<file path="src/design/ptt_pkg.sv">
// ----------------------------------------------------------------------------
// ptt_pkg
// Shared widths, codes and types of the pressure trend tracker.
// ----------------------------------------------------------------------------
package ptt_pkg;

    localparam int PRESSURE_W = 21;
    localparam int ELAPSED_W  = 16;
    localparam int INTERVAL_W = 22;
    localparam int THRESH_W   = 16;
    localparam int ACC_W      = 23;
    localparam int CHANGE_W   = 22;
    localparam int TREND_W    = 2;
    localparam int CFG_IDX_W  = 1;
    localparam int CFG_DATA_W = 22;
    localparam int S_TDATA_W  = 40;
    localparam int M_TDATA_W  = 88;

    localparam int MAX_RESULTS = 64;
    localparam int RES_CNT_W   = 6;

    localparam logic [INTERVAL_W-1:0] MIN_INTERVAL   = 22'd1024;
    localparam logic [INTERVAL_W-1:0] RST_INTERVAL   = 22'd300000;
    localparam logic [THRESH_W-1:0]   RST_THRESH     = 16'd240;

    localparam logic [CFG_IDX_W-1:0] REG_INTERVAL = 1'd0;
    localparam logic [CFG_IDX_W-1:0] REG_THRESH   = 1'd1;

    typedef enum logic [TREND_W-1:0] {
        TREND_UNKNOWN = 2'd0,
        TREND_FALLING = 2'd1,
        TREND_STEADY  = 2'd2,
        TREND_RISING  = 2'd3
    } trend_t;

    // one history push handed from front to back
    typedef struct packed {
        logic [PRESSURE_W-1:0] avg;
        logic                  last;
    } job_t;

endpackage

</file>
<file path="src/design/ptt_fifo.sv">
// ----------------------------------------------------------------------------
// ptt_fifo
// Two-entry job queue between the front and the back.
// ----------------------------------------------------------------------------
module ptt_fifo (
    input  logic           aclk,
    input  logic           aresetn,
    input  logic           in_valid,
    output logic           in_ready,
    input  ptt_pkg::job_t  in_data,
    output logic           out_valid,
    input  logic           out_ready,
    output ptt_pkg::job_t  out_data
);
    import ptt_pkg::*;

    job_t        mem [2];
    logic        wp_reg, wp_next;
    logic        rp_reg, rp_next;
    logic [1:0]  cnt_reg, cnt_next;
    logic        push, pop;

    assign in_ready  = (cnt_reg != 2'd2);
    assign out_valid = (cnt_reg != 2'd0);
    assign out_data  = mem[rp_reg];
    assign push      = in_valid && in_ready;
    assign pop       = out_valid && out_ready;

    always_ff @(posedge aclk) begin
        if (push) begin
            mem[wp_reg] <= in_data;
        end
    end

    always_comb begin
        wp_next  = push ? ~wp_reg : wp_reg;
        rp_next  = pop ? ~rp_reg : rp_reg;
        cnt_next = cnt_reg + {1'b0, push} - {1'b0, pop};
    end

    always_ff @(posedge aclk) begin
        if (!aresetn) begin
            wp_reg  <= 1'b0;
            rp_reg  <= 1'b0;
            cnt_reg <= 2'd0;
        end else begin
            wp_reg  <= wp_next;
            rp_reg  <= rp_next;
            cnt_reg <= cnt_next;
        end
    end

endmodule

</file>
<file path="config.mk">
export PLATFORM = sky130hd
export DESIGN_NAME = ptt_fifo
export DESIGN_NICKNAME = d
export VERILOG_FILES = /design/src/design/ptt_pkg.sv /design/src/design/ptt_fifo.sv
export SDC_FILE = /design/constraint.sdc
export NUM_CORES = 1
export LEC_CHECK = 0
export ABC_CLOCK_PERIOD_IN_PS = 3300
export BUFFER_PORTS_ARGS = -buffer_cell sky130_fd_sc_hd__buf_2
export CELL_PAD_IN_SITES_DETAIL_PLACEMENT = 0
export CELL_PAD_IN_SITES_GLOBAL_PLACEMENT = 2
export CORE_MARGIN = 2
export CORE_UTILIZATION = 39
export DETAILED_ROUTE_END_ITERATION = 16
export PLACE_DENSITY_LB_ADDON = 0.1
export SETUP_SLACK_MARGIN = 0.5
export SYNTH_ARGS = -nofsm -noshare
export SYNTH_HDL_FRONTEND = slang
export SYNTH_SLANG_ARGS = --single-unit
</file>
<file path="constraint.sdc">
create_clock -name aclk -period 3.3 [get_ports aclk]
set_input_delay 0.825 -clock aclk [delete_from_list [all_inputs] [get_ports aclk]]
set_output_delay 0.825 -clock aclk [all_outputs]
set_load 0.05 [all_outputs]
</file>
* After elaboration in Yosys (flattened, before gate mapping)
Memory sizes are Yosys's and may differ from the RTL's. A register that Yosys moved wholly into a read port is not among the register bits. Cells that the tools add are included.
Word-level totals: register bits 4, bits in writable memories 44, output and inout bits 24, word-level logic and storage cells 16, memories kept 1
Memories:
- mem | depth 2, bits a word 22, rd ports 1, clocked after Yosys merged registers in 1, wr ports 1, line ptt_fifo.sv:17 | job_t mem [2];
Cells by class: add/subtract/negate cells 2, eq/ne operators 1, mux-type cells 4, bitwise gates (word level) 2, reduce and logical (&&, ||, !) cells 3
Operators by type and width (number):
- $mux W1 | 4
- $add A2 B1 Y2 | 1
- $logic_and A1 B1 Y1 | 2
- $ne A2 B2 Y1 const B | 1
- $not A1 Y1 | 2
- $reduce_bool A2 Y1 | 1
- $sub A2 B1 Y2 | 1

* Longest topological paths before layout
depth after elaboration 4, gate-level depth with buffers 8, depth with buffers taken out 8

* Worst setup path before layout
No wires, ideal clock.
path type reg2reg, start point register cnt_reg[0], end point memory mem[0][0] in the netlist's numbering, enable pin, setup time 0.401 ns, data arrival time 1.972 ns, data required time 2.899 ns, slack 0.927 ns, stages on the path, launching flop included 4, path buffers 0, cell sequence dfxtp_1 > nand2b_1 > nand2_1 > nor2_1
Between the ends: cells in the longest elaborated chain, start to end 4
Ends and longest elaborated chain:
- start: declaration | line ptt_fifo.sv:20 | logic [1:0] cnt_reg, cnt_next;
- start signal: assignment | line ptt_fifo.sv:49 | cnt_reg <= cnt_next;
- $ne A2 B2 Y1 | line ptt_fifo.sv:23 | assign in_ready = (cnt_reg != 2'd2);
- net in_ready | line ptt_fifo.sv:9 | output logic in_ready,
- $logic_and A1 B1 Y1 | line ptt_fifo.sv:26 | assign push = in_valid && in_ready;
- $mux W1 | line ptt_fifo.sv:30 | if (push) begin
- $mux W1 (implied by the code) | line ptt_fifo.sv:31 | mem[wp_reg] <= in_data;
- end: declaration | line ptt_fifo.sv:17
The timed path passes the listed nets, and every way through them passes these cells.

==> metrics.md <==
| Metric | Value |
|---|---|
| Share of cells above drive strength 1 | `0.5533` |
| Asr flop ratio synth | `0` |
| Post-CTS Setup Bufs | `0` |
| Antenna Nets Post-Route | `0` |
| Layout area overhead | `22.21%` |
| Nets@finish | `approximately 180` |
| Vias in the first global route | `1,010` |
| Final-layout fill cell count | `382` |
| Post-synth top flop | `edfxtp_1` |
| Slew margin rel. | `0.5246` |
| Post-CTS Resized | `0` |
| Commonest cells in the netlist | `edfxtp_1, mux2_2, dfxtp_1, xnor2_1` |
| Overflow after GRT | `0` |
| Final instance area | `0.002223 mm2` |
| Synth unique cells | `16` |
| Quantity of I/O buffers inserted on ports | `just under 50` |
| Cts hold-fix bufs | `0` |
| Cell with the most instances after synthesis | `edfxtp_1` |
| Largest register FFs | `44` |
| Status | `completed` |
| Worst-path maximum fanout | `12` |
| Largest net degree at the start of global routing | `23` |
| Drt initial violations | `41` |
| Finished Layout Cells | `202` |
| Placed Instances | `194` |
| Die width | `72.30 um` |
| #FFs+latches synth | `49` |
| Seq/Total Area, Yosys | `0.7813` |
| Clk sinks | `49` |
| Gate Count Post-Synth | `92` |
| Post-synthesis compound-gate area fraction | `0.004814` |
| Final setup violation count | `0` |
| Wire per inst | `14.09 um` |
| Post-synth EDFFs | `44` |
| Main combinational cell family by area after synthesis | `multiplexers` |
| DP Wirelength | `between 1500 and 2000 um` |
| TritonCTS clock tree | `yes` |
| Clock buffer count from CTS | `5` |
| Core area | `0.004414 mm2` |
| Inserted Diodes | `0` |
| Synth top area share | `0.7263` |
| Leakage power | `0.8464 nW` |
| Skew final | `0.007926 ns` |
| Synth Area in XOR/XNOR | `0.01444` |
| Syn Std Cell Area | `about 0.0018 mm2` |
| Max cap viols | `0` |
| Final slew viol count | `0` |
| Setup CP Type | `reg -> out` |
| Largest cells by area after synthesis | `edfxtp_1, mux2_2, dfxtp_1` |
| Critical Path End Type | `output pin` |
| Row count | `24` |
| Starting density of the core | `0.4121` |
| Yosys warns | `0` |
| Chip Height | `72.30 um` |
| Hold WS | `0.5029 ns` |
| Placed cell area | `0.002140 mm2` |
| Critical Path AT | `1.82 ns` |
| RSZ-0062 raised after global routing | `false` |
| Post-synthesis adder-cell area fraction | `0.01376` |
| CTS Buffer Depth | `2` |
| Final worst slack | `roughly 0.66 ns` |
| Required time of the critical path | `2.47 ns` |
| Final Hold Fails | `0` |
| Final Cycle Share | `0.8011` |
| Via Count | `951` |
| Mux share of post-synthesis cell area | `0.1417` |
| Gpl congestion | `0.6747` |
| Setup TNS | `0 ns` |
| Max Fclk | `378.3 MHz` |
| CTS Root Buffer Type | `clkbuf_8` |
| Initial antenna violation count | `0` |
| Startpoint types | `flop` |
| Clock Pin Slew Worst Setup and Hold Paths | `0.08 ns` |
| Simple-Gate Fraction of Synth Area | `0.03370` |
| CTS H-tree depth | `2` |
| Final min period | `2.644 ns` |
| PwrDens | `834.0 mW/mm2` |
| HP Class | `reg -> reg` |
| Die area | `0.005227 mm2` |
| Post-Synthesis Net Count | `120` |
| Routed wire length | `2846 um` |
| GRT Resource Usage Total | `0.1226` |
| Num ports | `50` |
| Worst-Margin Slew | `0.7131 ns` |
| Vias per cell | `4.708` |
| Worst-Skew Late Latency | `around 0.3 ns` |
| DRT Pass-1 Iters | `4` |
| Drt drc | `0` |
| Avg Cell Area, Syn | `19.77 um2` |
| Peak supply drop | `0.0003598 V` |
| First-pass GRT wire length | `4650 um` |
| Pre-CTS WS | `0.9387 ns` |
| Post-synth top area cell | `edfxtp_1` |
## power by group
part	total, mW	switching [mW]	internal [mW]
registers	0.827	0.0451	0.782
clock network	0.331	0.184	0.147
logic	0.697	0.482	0.215
## metrics by stage
stage                       util  power, mW
after floorplan                -      1.397
after global placement    0.4847      1.542
after detailed placement  0.4847      1.550
after CTS                 0.5037      1.887
after global routing      0.5037      1.958
final                     0.5037      1.854
## cells in the final DEF (no fill, tap or decap), types with 2 or more instances in the layout
master,Yosys,layout
clkbuf_8,0,5
nand2_1,2,2
dfxtp_1,5,5
nor2b_1,2,2
and2_1,2,2
xnor2_1,3,3
buf_4,2,3
nand2b_1,2,2
edfxtp_1,44,44
buf_2,0,49
ha_1,2,2
mux2_2,22,22
## kinds of logic (layout without fill, tap and decap cells)
group	Yosys count	after routing
flip-flops	49	49
adder cells (fa/ha/maj)	2	2
multiplexers	23	23
XOR/XNOR	3	3
buffers and inverters	3	61
AND/OR/NAND/NOR	11	11
AO/OA/AOI/OAI	1	1
## worst paths after layout
kind	startpoint	endpoint	slack, ns	cells past startpoint
min reg2reg	wp_reg	wp_reg	0.50	2
max	flop	out_data[5]	0.66	3
max reg2reg	cnt_reg[0]	mem[1][20]	1.54	3
min	wp_reg	wp_reg	0.50	2
## critical path, cell delays in order, from the launching register on
cell	delay [ns]
dfxtp_1	0.66
buf_4	0.30
mux2_2	0.35
buf_2	0.21
## routing by layer
layer | wire length, um | vias up | track usage | part of all wire
met5 | 0 | - | 0 | 0
met2 | 1390 | 35 | 0.2029 | 0.49
met3 | 205 | 4 | 0.05000 | 0.072
met4 | 36 | 0 | 0.05031 | 0.013
met1 | 1213 | 451 | 0.1413 | 0.43
li1 | - | 461 | - | -
## final cells by class
cell class / instances / area (um2) / area share
multi-input combinational: 40 / 381.6 / 0.1716
tap: 52 / 65.06 / 0.02926
inverter: 1 / 3.754 / 0.001688
sequential: 49 / 1421 / 0.6393
clock inverter: 2 / 11.26 / 0.005065
clock buffer: 6 / 72.57 / 0.03264
timing repair buffer: 52 / 267.8 / 0.1204
(Power assumes the default switching activity.)
