===== config.mk =====
export PLATFORM = sky130hd
export DESIGN_NAME = ptt_front
export DESIGN_NICKNAME = d
export VERILOG_FILES = /design/src/design/ptt_pkg.sv /design/src/design/ptt_front.sv
export SDC_FILE = /design/constraint.sdc
export NUM_CORES = 1
export LEC_CHECK = 0
export ABC_AREA = 0
export BUFFER_PORTS_ARGS = -buffer_cell sky130_fd_sc_hd__buf_2
export CORE_MARGIN = 1.5
export CORE_UTILIZATION = 30
export DETAILED_ROUTE_END_ITERATION = 16
export PLACE_DENSITY_LB_ADDON = 0.3
export SYNTH_ARGS = -nofsm -noshare
export SYNTH_HDL_FRONTEND = slang
export SYNTH_SLANG_ARGS = --single-unit
export TNS_END_PERCENT = 50

===== constraint.sdc =====
create_clock -name aclk -period 5.75 [get_ports aclk]
set_input_delay 0.575 -clock aclk [delete_from_list [all_inputs] [get_ports aclk]]
set_output_delay 0.575 -clock aclk [all_outputs]
set_load 0.05 [all_outputs]

===== src/design/ptt_pkg.sv =====
// ----------------------------------------------------------------------------
// ptt_pkg
// Shared widths, codes and types of the pressure trend tracker.
// ----------------------------------------------------------------------------
package ptt_pkg;

    localparam int PRESSURE_W = 21;
    localparam int ELAPSED_W  = 16;
    localparam int INTERVAL_W = 22;
    localparam int THRESH_W   = 16;
    localparam int ACC_W      = 23;
    localparam int CHANGE_W   = 22;
    localparam int TREND_W    = 2;
    localparam int CFG_IDX_W  = 1;
    localparam int CFG_DATA_W = 22;
    localparam int S_TDATA_W  = 40;
    localparam int M_TDATA_W  = 88;

    localparam int MAX_RESULTS = 64;
    localparam int RES_CNT_W   = 6;

    localparam logic [INTERVAL_W-1:0] MIN_INTERVAL   = 22'd1024;
    localparam logic [INTERVAL_W-1:0] RST_INTERVAL   = 22'd300000;
    localparam logic [THRESH_W-1:0]   RST_THRESH     = 16'd240;

    localparam logic [CFG_IDX_W-1:0] REG_INTERVAL = 1'd0;
    localparam logic [CFG_IDX_W-1:0] REG_THRESH   = 1'd1;

    typedef enum logic [TREND_W-1:0] {
        TREND_UNKNOWN = 2'd0,
        TREND_FALLING = 2'd1,
        TREND_STEADY  = 2'd2,
        TREND_RISING  = 2'd3
    } trend_t;

    // one history push handed from front to back
    typedef struct packed {
        logic [PRESSURE_W-1:0] avg;
        logic                  last;
    } job_t;

endpackage


===== src/design/ptt_front.sv =====
// ----------------------------------------------------------------------------
// ptt_front
// Takes samples, keeps the short ring and the millisecond accumulator, and
// issues one push job per completed interval with the rounded short mean.
// ----------------------------------------------------------------------------
module ptt_front #(
    parameter int SHORT_DEPTH = 5
) (
    input  logic                                aclk,
    input  logic                                aresetn,
    input  logic                                in_valid,
    output logic                                in_ready,
    input  logic [ptt_pkg::PRESSURE_W-1:0]      in_pressure,
    input  logic [ptt_pkg::ELAPSED_W-1:0]       in_elapsed,
    input  logic [ptt_pkg::INTERVAL_W-1:0]      interval,
    output logic                                job_valid,
    input  logic                                job_ready,
    output ptt_pkg::job_t                       job
);
    import ptt_pkg::*;

    localparam int CW = $clog2(SHORT_DEPTH + 1);
    localparam int DW = PRESSURE_W + CW;
    localparam int RW = CW + 1;
    localparam int IW = (SHORT_DEPTH > 1) ? $clog2(SHORT_DEPTH) : 1;
    localparam int NW = $clog2(DW + 1);

    typedef enum logic [3:0] {
        F_IDLE = 4'b0001,
        F_CHK  = 4'b0010,
        F_DIV  = 4'b0100,
        F_PUSH = 4'b1000
    } fstate_t;

    fstate_t                state_reg, state_next;
    logic [PRESSURE_W-1:0]  ring [SHORT_DEPTH];
    logic [IW-1:0]          wr_reg, wr_next;
    logic [CW-1:0]          cnt_reg, cnt_next;
    logic [DW-1:0]          sum_reg, sum_next;
    logic [ACC_W-1:0]       acc_reg, acc_next;
    logic [DW-1:0]          q_reg, q_next;
    logic [RW-1:0]          rem_reg, rem_next;
    logic [NW-1:0]          it_reg, it_next;
    logic [RES_CNT_W-1:0]   n_reg, n_next;

    logic [INTERVAL_W-1:0]  ivl;
    logic [ACC_W-1:0]       acc_left;
    logic [RW-1:0]          rem_sh;
    logic                   full;
    logic                   take;
    logic                   is_last;

    assign ivl      = (interval < MIN_INTERVAL) ? MIN_INTERVAL : interval;
    assign full     = (cnt_reg == CW'(SHORT_DEPTH));
    assign take     = (state_reg == F_IDLE) && in_valid;
    assign acc_left = acc_reg - ACC_W'(ivl);
    assign is_last  = (acc_left < ACC_W'(ivl)) || (n_reg == RES_CNT_W'(MAX_RESULTS - 1));
    assign rem_sh   = {rem_reg[RW-2:0], q_reg[DW-1]};

    assign in_ready  = (state_reg == F_IDLE);
    assign job_valid = (state_reg == F_PUSH);
    assign job.avg   = q_reg[PRESSURE_W-1:0];
    assign job.last  = is_last;

    always_ff @(posedge aclk) begin
        if (take) begin
            ring[wr_reg] <= in_pressure;
        end
    end

    always_comb begin
        state_next = state_reg;
        wr_next    = wr_reg;
        cnt_next   = cnt_reg;
        sum_next   = sum_reg;
        acc_next   = acc_reg;
        q_next     = q_reg;
        rem_next   = rem_reg;
        it_next    = it_reg;
        n_next     = n_reg;
        case (state_reg)
            F_IDLE: begin
                if (in_valid) begin
                    wr_next  = (wr_reg == IW'(SHORT_DEPTH - 1)) ? '0 : wr_reg + 1'b1;
                    cnt_next = full ? cnt_reg : cnt_reg + 1'b1;
                    sum_next = sum_reg + DW'(in_pressure) - (full ? DW'(ring[wr_reg]) : '0);
                    acc_next = acc_reg + ACC_W'(in_elapsed);
                    state_next = F_CHK;
                end
            end
            F_CHK: begin
                if (acc_reg >= ACC_W'(ivl)) begin
                    q_next     = sum_reg + DW'(cnt_reg >> 1);
                    rem_next   = '0;
                    it_next    = '0;
                    state_next = F_DIV;
                end else begin
                    state_next = F_IDLE;
                end
            end
            F_DIV: begin
                if (rem_sh >= RW'(cnt_reg)) begin
                    rem_next = rem_sh - RW'(cnt_reg);
                    q_next   = {q_reg[DW-2:0], 1'b1};
                end else begin
                    rem_next = rem_sh;
                    q_next   = {q_reg[DW-2:0], 1'b0};
                end
                it_next = it_reg + 1'b1;
                if (it_reg == NW'(DW - 1)) begin
                    n_next     = '0;
                    state_next = F_PUSH;
                end
            end
            F_PUSH: begin
                if (job_ready) begin
                    acc_next = acc_left;
                    n_next   = n_reg + 1'b1;
                    if (is_last) begin
                        state_next = F_IDLE;
                    end
                end
            end
            default: begin
                state_next = F_IDLE;
            end
        endcase
    end

    always_ff @(posedge aclk) begin
        if (!aresetn) begin
            state_reg <= F_IDLE;
            wr_reg    <= '0;
            cnt_reg   <= '0;
            sum_reg   <= '0;
            acc_reg   <= '0;
        end else begin
            state_reg <= state_next;
            wr_reg    <= wr_next;
            cnt_reg   <= cnt_next;
            sum_reg   <= sum_next;
            acc_reg   <= acc_next;
        end
    end

    always_ff @(posedge aclk) begin
        q_reg   <= q_next;
        rem_reg <= rem_next;
        it_reg  <= it_next;
        n_reg   <= n_next;
    end

endmodule


=== Yosys cells after proc, flatten, opt, wreduce, memory -nomap -nowiden ===
Memories as Yosys holds them, arrays and structs flattened. A register that Yosys moved wholly into a read port is not among the register bits.
Index checks and enable logic that the tools add are counted.

* Order comparisons: 4
* Bitwise operators: 1
* Equal/unequal tests: 13
* Add/subtract/negate cells: 10
* Reductions and logical operators: 11
* Mux-type cells: 27

{| class="wikitable"
|+ Operators by type and width
! cell !! number
|-
| 24-bit one-hot mux with 2 select lines || 1
|-
| 23-bit two-way mux || 2
|-
| 23-bit one-hot mux with 2 select lines || 1
|-
| 24-bit by 2-bit adder with 24-bit output || 1
|-
| 24-bit by 21-bit adder with 24-bit output || 1
|-
| 24-bit two-way mux || 1
|-
| 24-bit by 21-bit subtractor with 24-bit output || 1
|-
| 23-bit by 16-bit adder with 23-bit output || 1
|-
| 23-bit by 22-bit >= comparator with 1-bit output || 1
|-
| 23-bit by 22-bit < comparator with 1-bit output || 1
|-
| 23-bit by 22-bit subtractor with 23-bit output || 1
|-
| 22-bit by 11-bit < comparator with 1-bit output (second input constant) || 1
|-
| 22-bit two-way mux || 1
|-
| 21-bit two-way mux || 1
|-
| 3-bit two-way mux || 6
|-
| 4-bit two-way mux || 4
|-
| 4-bit one-hot mux with 4 select lines || 1
|-
| 6-bit two-way mux || 2
|-
| 6-bit one-hot mux with 2 select lines || 1
|-
| 5-bit one-hot mux with 2 select lines || 1
|-
| 3-bit AND reduction || 3
|-
| 3-bit by 1-bit adder with 3-bit output (second input constant) || 2
|-
| 6-bit by 1-bit adder with 6-bit output (second input constant) || 1
|-
| 3-bit == test (second input constant) || 2
|-
| 20 further kinds || 28
|}

* Memories: 1
* Input bits: 63
* Register bits: 95
* Output and inout bits: 24
* RAM bits: 105

{| class="wikitable"
|+ Memory list
! memory !! words !! bits a word !! read ports !! clocked after memory_dff !! wr ports !! RTL line !! RTL
|-
| ring || 5 || 21 || 1 || 1 || 1 || ptt_front.sv:36 || <nowiki>logic [PRESSURE_W-1:0] ring [SHORT_DEPTH];</nowiki>
|}

=== Longest topological paths before layout ===
* Word-level depth: 8
* Gate-level depth with buffers: 23

=== Least setup slack after synthesis ===
No wires, ideal clock.

* Path kind: in2out
* From: input interval[18] in the netlist's numbering
* To: output job[0] in the netlist's numbering
* Cell stages on the path: 19
* Slack: 0.665 ns
* Arrival: 4.510 ns
* Buffers on the path: 1
* Required time: 5.175 ns
* Cells stage by stage: nor4_1 -> nand3_1 -> and2_1 -> ha_1 -> fa_1 -> nor2b_1 -> o31a_1 -> o21ai_0 -> a21boi_0 -> o21ai_0 -> xnor2_1 -> ha_1 -> a21o_1 -> a21o_1 -> a21oi_1 -> nor2_1 -> nor4_1 -> a21o_1 -> buf_4

* Cells in the longest elaborated chain, start to end: 5

{| class="wikitable"
|+ Ends and longest elaborated chain
! element !! RTL line !! RTL
|-
| start: declaration || ptt_front.sv:15 || <nowiki>input logic [ptt_pkg::INTERVAL_W-1:0] interval,</nowiki>
|-
| 22-bit by 11-bit < comparator with 1-bit output || ptt_front.sv:53 || <nowiki>assign ivl = (interval < MIN_INTERVAL) ? MIN_INTERVAL : interval;</nowiki>
|-
| 22-bit two-way mux (*) || ptt_front.sv:53 ||
|-
| 23-bit by 22-bit subtractor with 23-bit output || ptt_front.sv:56 || <nowiki>assign acc_left = acc_reg - ACC_W'(ivl);</nowiki>
|-
| 23-bit by 22-bit < comparator with 1-bit output (*) || ptt_front.sv:57 || <nowiki>assign is_last = (acc_left < ACC_W'(ivl)) || (n_reg == RES_CNT_W'(MAX_RESULTS - 1));</nowiki>
|-
| 1-bit logical OR (*) || ptt_front.sv:57 ||
|-
| end: declaration || ptt_front.sv:18 || <nowiki>output ptt_pkg::job_t job</nowiki>
|}

Mark *: on every way between the ends. The rest lies on a longest branch, timed or not.

==> run_results.csv <==
group,metric,value,unit
cells_and_area,fin_cells,1961,
timing,fin_crit,5.53,ns
logic_synthesis,synth_area,13000,µm²
placed_design,gp_congestion,0.891,
clock_network,numCtsBuffers,24,
hold_path,hold_class,"in -> reg",
global_routing,grt_usage,14.6,%
global_routing,antenna_found_initial,2,
timing,fin_crit_sh,96.2,%
floorplan,rows,76,
floorplan,die_y,211,µm
logic_synthesis,avgSynthCellArea,10.2,µm²
cells_and_area,finalNetCount,1542,
cells_and_area,largest_register_ff_count,105,
routing,first_pass_iters,5,
timing,finalSetupViolations,0,
cells_and_area,area_growth,14.9,%
cells_and_area,layout-drive-gt1-share,15.6,%
setup_path,r2r_end,"sum_reg[22]",
clock_network,clk_pin_slew,0.06,ns
setup_path,worstPathArrival,4.95,ns
logic_synthesis,yosysSeqAreaShare,42.3,%
logic_synthesis,async_reset_ff_share,0,%
placed_design,dp_cells,1914,
placed_design,io_buffers,86,
timing,worst_pin_slew,1.17,ns
pwr,p_leak,5.75,nW
floorplan,die_area,44500,µm²
clock_network,htreeDepth,1,
logic_synthesis,synth_edf_count,143,
flow_run,max_cap_violations,0,
pwr,peakVddDrop,237,µV
timing,holdWs,0.276,ns
logic_synthesis,synth-main-ff-cell,"edfxtp_1",
timing,hold_viol,0,
setup_path,cp-start-kind,"input pin",
clock_network,clock_latency,0.55,ns
timing,maxSlewHeadroom,22.2,%
logic_synthesis,netlist.area_leader.share,33.1,%
pwr,powerDensity,316,nW/µm²
clock_network,clock-sinks,203,
routing,drc,0,
logic_synthesis,ys.warnings.count,0,
setup_path,crit_required,5.18,ns
floorplan,die_x,211,µm
timing,finalMaxSlewViolations,0,
setup_path,setup.worst_path.start,"interval[21]",
setup_path,rrSetupSlack,1.25,ns
global_routing,grt_overflow_total,0,
setup_path,cp_max_fo,3,
routing,drt-total-wl,32100,µm
cells_and_area,final_common_cell,"edfxtp_1",
setup_path,crit_type,"in -> out",
hold_path,hold-path-endpoint,"ring[2][12]",
routing,vias_per_cell,4.92,
logic_synthesis,synth_area_leader_cell,"edfxtp_1",
routing,drtIter0Drc,546,
outcome,outcome,"complete, no violations",
floorplan,io_pins,87,
clock_network,cts_tree,"done",
clock_network,cts_buffer_depth,3,
routing,ant_nets,0,
logic_synthesis,synthDistinctLibCells,83,
cells_and_area,n_antenna_cell,0,
logic_synthesis,syn-num-nets,1462,
logic_synthesis,syn_inst,1278,
global_routing,grt_pass1_vias,9674,
global_routing,grt_max_degree,49,
hold_path,hold_depth,1,
global_routing,grt_pass1_wl,51600,µm
clock_network,cts-root-buf,"clkbuf_16",
hold_path,hp-start,"in_pressure[12]",
logic_synthesis,ys_seq_elements,203,
setup_path,ff2ff_path_depth,16,
floorplan,start_util,30.3,%
clock_network,cts_hold_buf,0,
timing,fin_skew,0.0172,ns
setup_path,end_kind,"primary output",
cells_and_area,layout_common_cells,"edfxtp_1 (143), nand2_1 (122), inv_1 (119)",
routing,num_vias,9649,
placed_design,hpwl,24100,µm
floorplan,coreArea,42900,µm²
routing,post_drt_wl_per_cell,16.4,µm
timing,timing.fmax,181,MHz
logic_synthesis,synthTopCellsByArea,"edfxtp_1 (33%), dfxtp_1 (9.3%), ha_1 (9.3%), fa_1 (3.9%), xnor2_1 (3.7%)",
[what timing repair did]
action / CTS / global route
setup endpoints to repair: 1 / 1
setup buffers: 1 / 2
pin swaps: 1 / 5
hold endpoints to repair: 0 / 0
resized for setup: 1 / 12
[logic make-up (layout without fill, tap and decap cells)]
kind of cell               count (synthesis)  after routing  synth area share, %
AOI/OAI and AO/OA                        291            291                 15.0
xor gates and xnor gates                  73             73                 4.93
adders and majority gates                121            121                 13.1
buffers and inverters                    182            280                 5.97
DFF                                      203            203                 42.3
muxes                                     45             45                 5.50
and+or+nand+nor                          363            363                 13.1
[cell usage after synthesis (all sizes together), types with 6 or more instances]
cell type  number
a211oi         19
nand3          31
o21ai          77
nand4          12
edfxtp        143
mux2i          24
a31oi          12
dfxtp          60
nor2b          10
nand2b          8
nand2         122
o21bai          6
xnor2          55
a21oi          77
buf            33
o21a           19
nor2          108
ha             96
mux4           21
clkbuf         29
o31ai           6
o211ai         12
nor3           18
and3           12
xor2           18
inv           119
a21o           22
nor4           14
fa             25
[worst max-delay path, cell delays in order]
cell,delay (ns)
buf_2,0.10
nor4_1,0.27
buf_4,0.16
nand3_1,0.07
buf_4,0.18
and2_1,0.17
ha_1,0.21
fa_1,0.41
nor2b_1,0.16
o31a_1,0.26
o21ai_0,0.15
a21boi_2,0.20
o21ai_0,0.13
xnor2_1,0.23
ha_1,0.29
a21o_1,0.18
a21o_1,0.17
a21oi_1,0.15
nor2_1,0.09
nor4_2,0.30
buf_4,0.18
a21o_1,0.12
buf_4,0.19
[metal layers]
metal | up-vias | track usage, % | wire length (µm)
met4 | 4 | 4.61 | 774
met5 | - | 0 | 28
met1 | 4665 | 19.5 | 15200
met2 | 181 | 24.2 | 14700
li1 | 4745 | - | -
met3 | 54 | 2.26 | 1390
[metrics by stage]
stage | instance area [µm²] | worst slack (ns) | power [W] | util, % | TNS, ns
2_1_floorplan | 13000 | 0.665 | 0.00283 | - | 0
3_3_place_gp | 14100 | -0.140 | 0.00318 | 32.8 | -0.140
3_5_place_dp | 14100 | -0.125 | 0.00319 | 32.8 | -0.125
4_1_cts | 14900 | 0.0381 | 0.00475 | 34.6 | 0
5_1_grt | 14900 | -0.00673 | 0.00501 | 34.8 | -0.00673
6_report | 14900 | 0.221 | 0.00471 | 34.8 | 0
[power by group]
group	switching (W)	internal [W]
clock	0.000628	0.000909
combinational	0.000831	0.000604
sequential	0.0000712	0.00166
total	0.00153	0.00318
[how the worst max path moves through the flow]
stage	end	slack, ns	depth (start not counted)
after CTS	job[0]	0.04	26
after detailed placement	job[0]	-0.13	21
after global routing	job[0]	-0.007	23
after floorplan	job[0]	0.66	19
final	job[0]	0.22	23
after global placement	job[0]	-0.14	21
[cell type report]
type / instances / area, µm²
Clock buffer: 36 / 676
Timing Repair Buffer: 116 / 658
Multi-Input combinational cell: 893 / 6780
Clock inverter: 8 / 123
Inverter: 120 / 450
Tap cell: 585 / 732
Sequential cell: 203 / 5500
Fill cell: 4381 / 28000
Note: power is estimated with default switching activity, not from simulation.
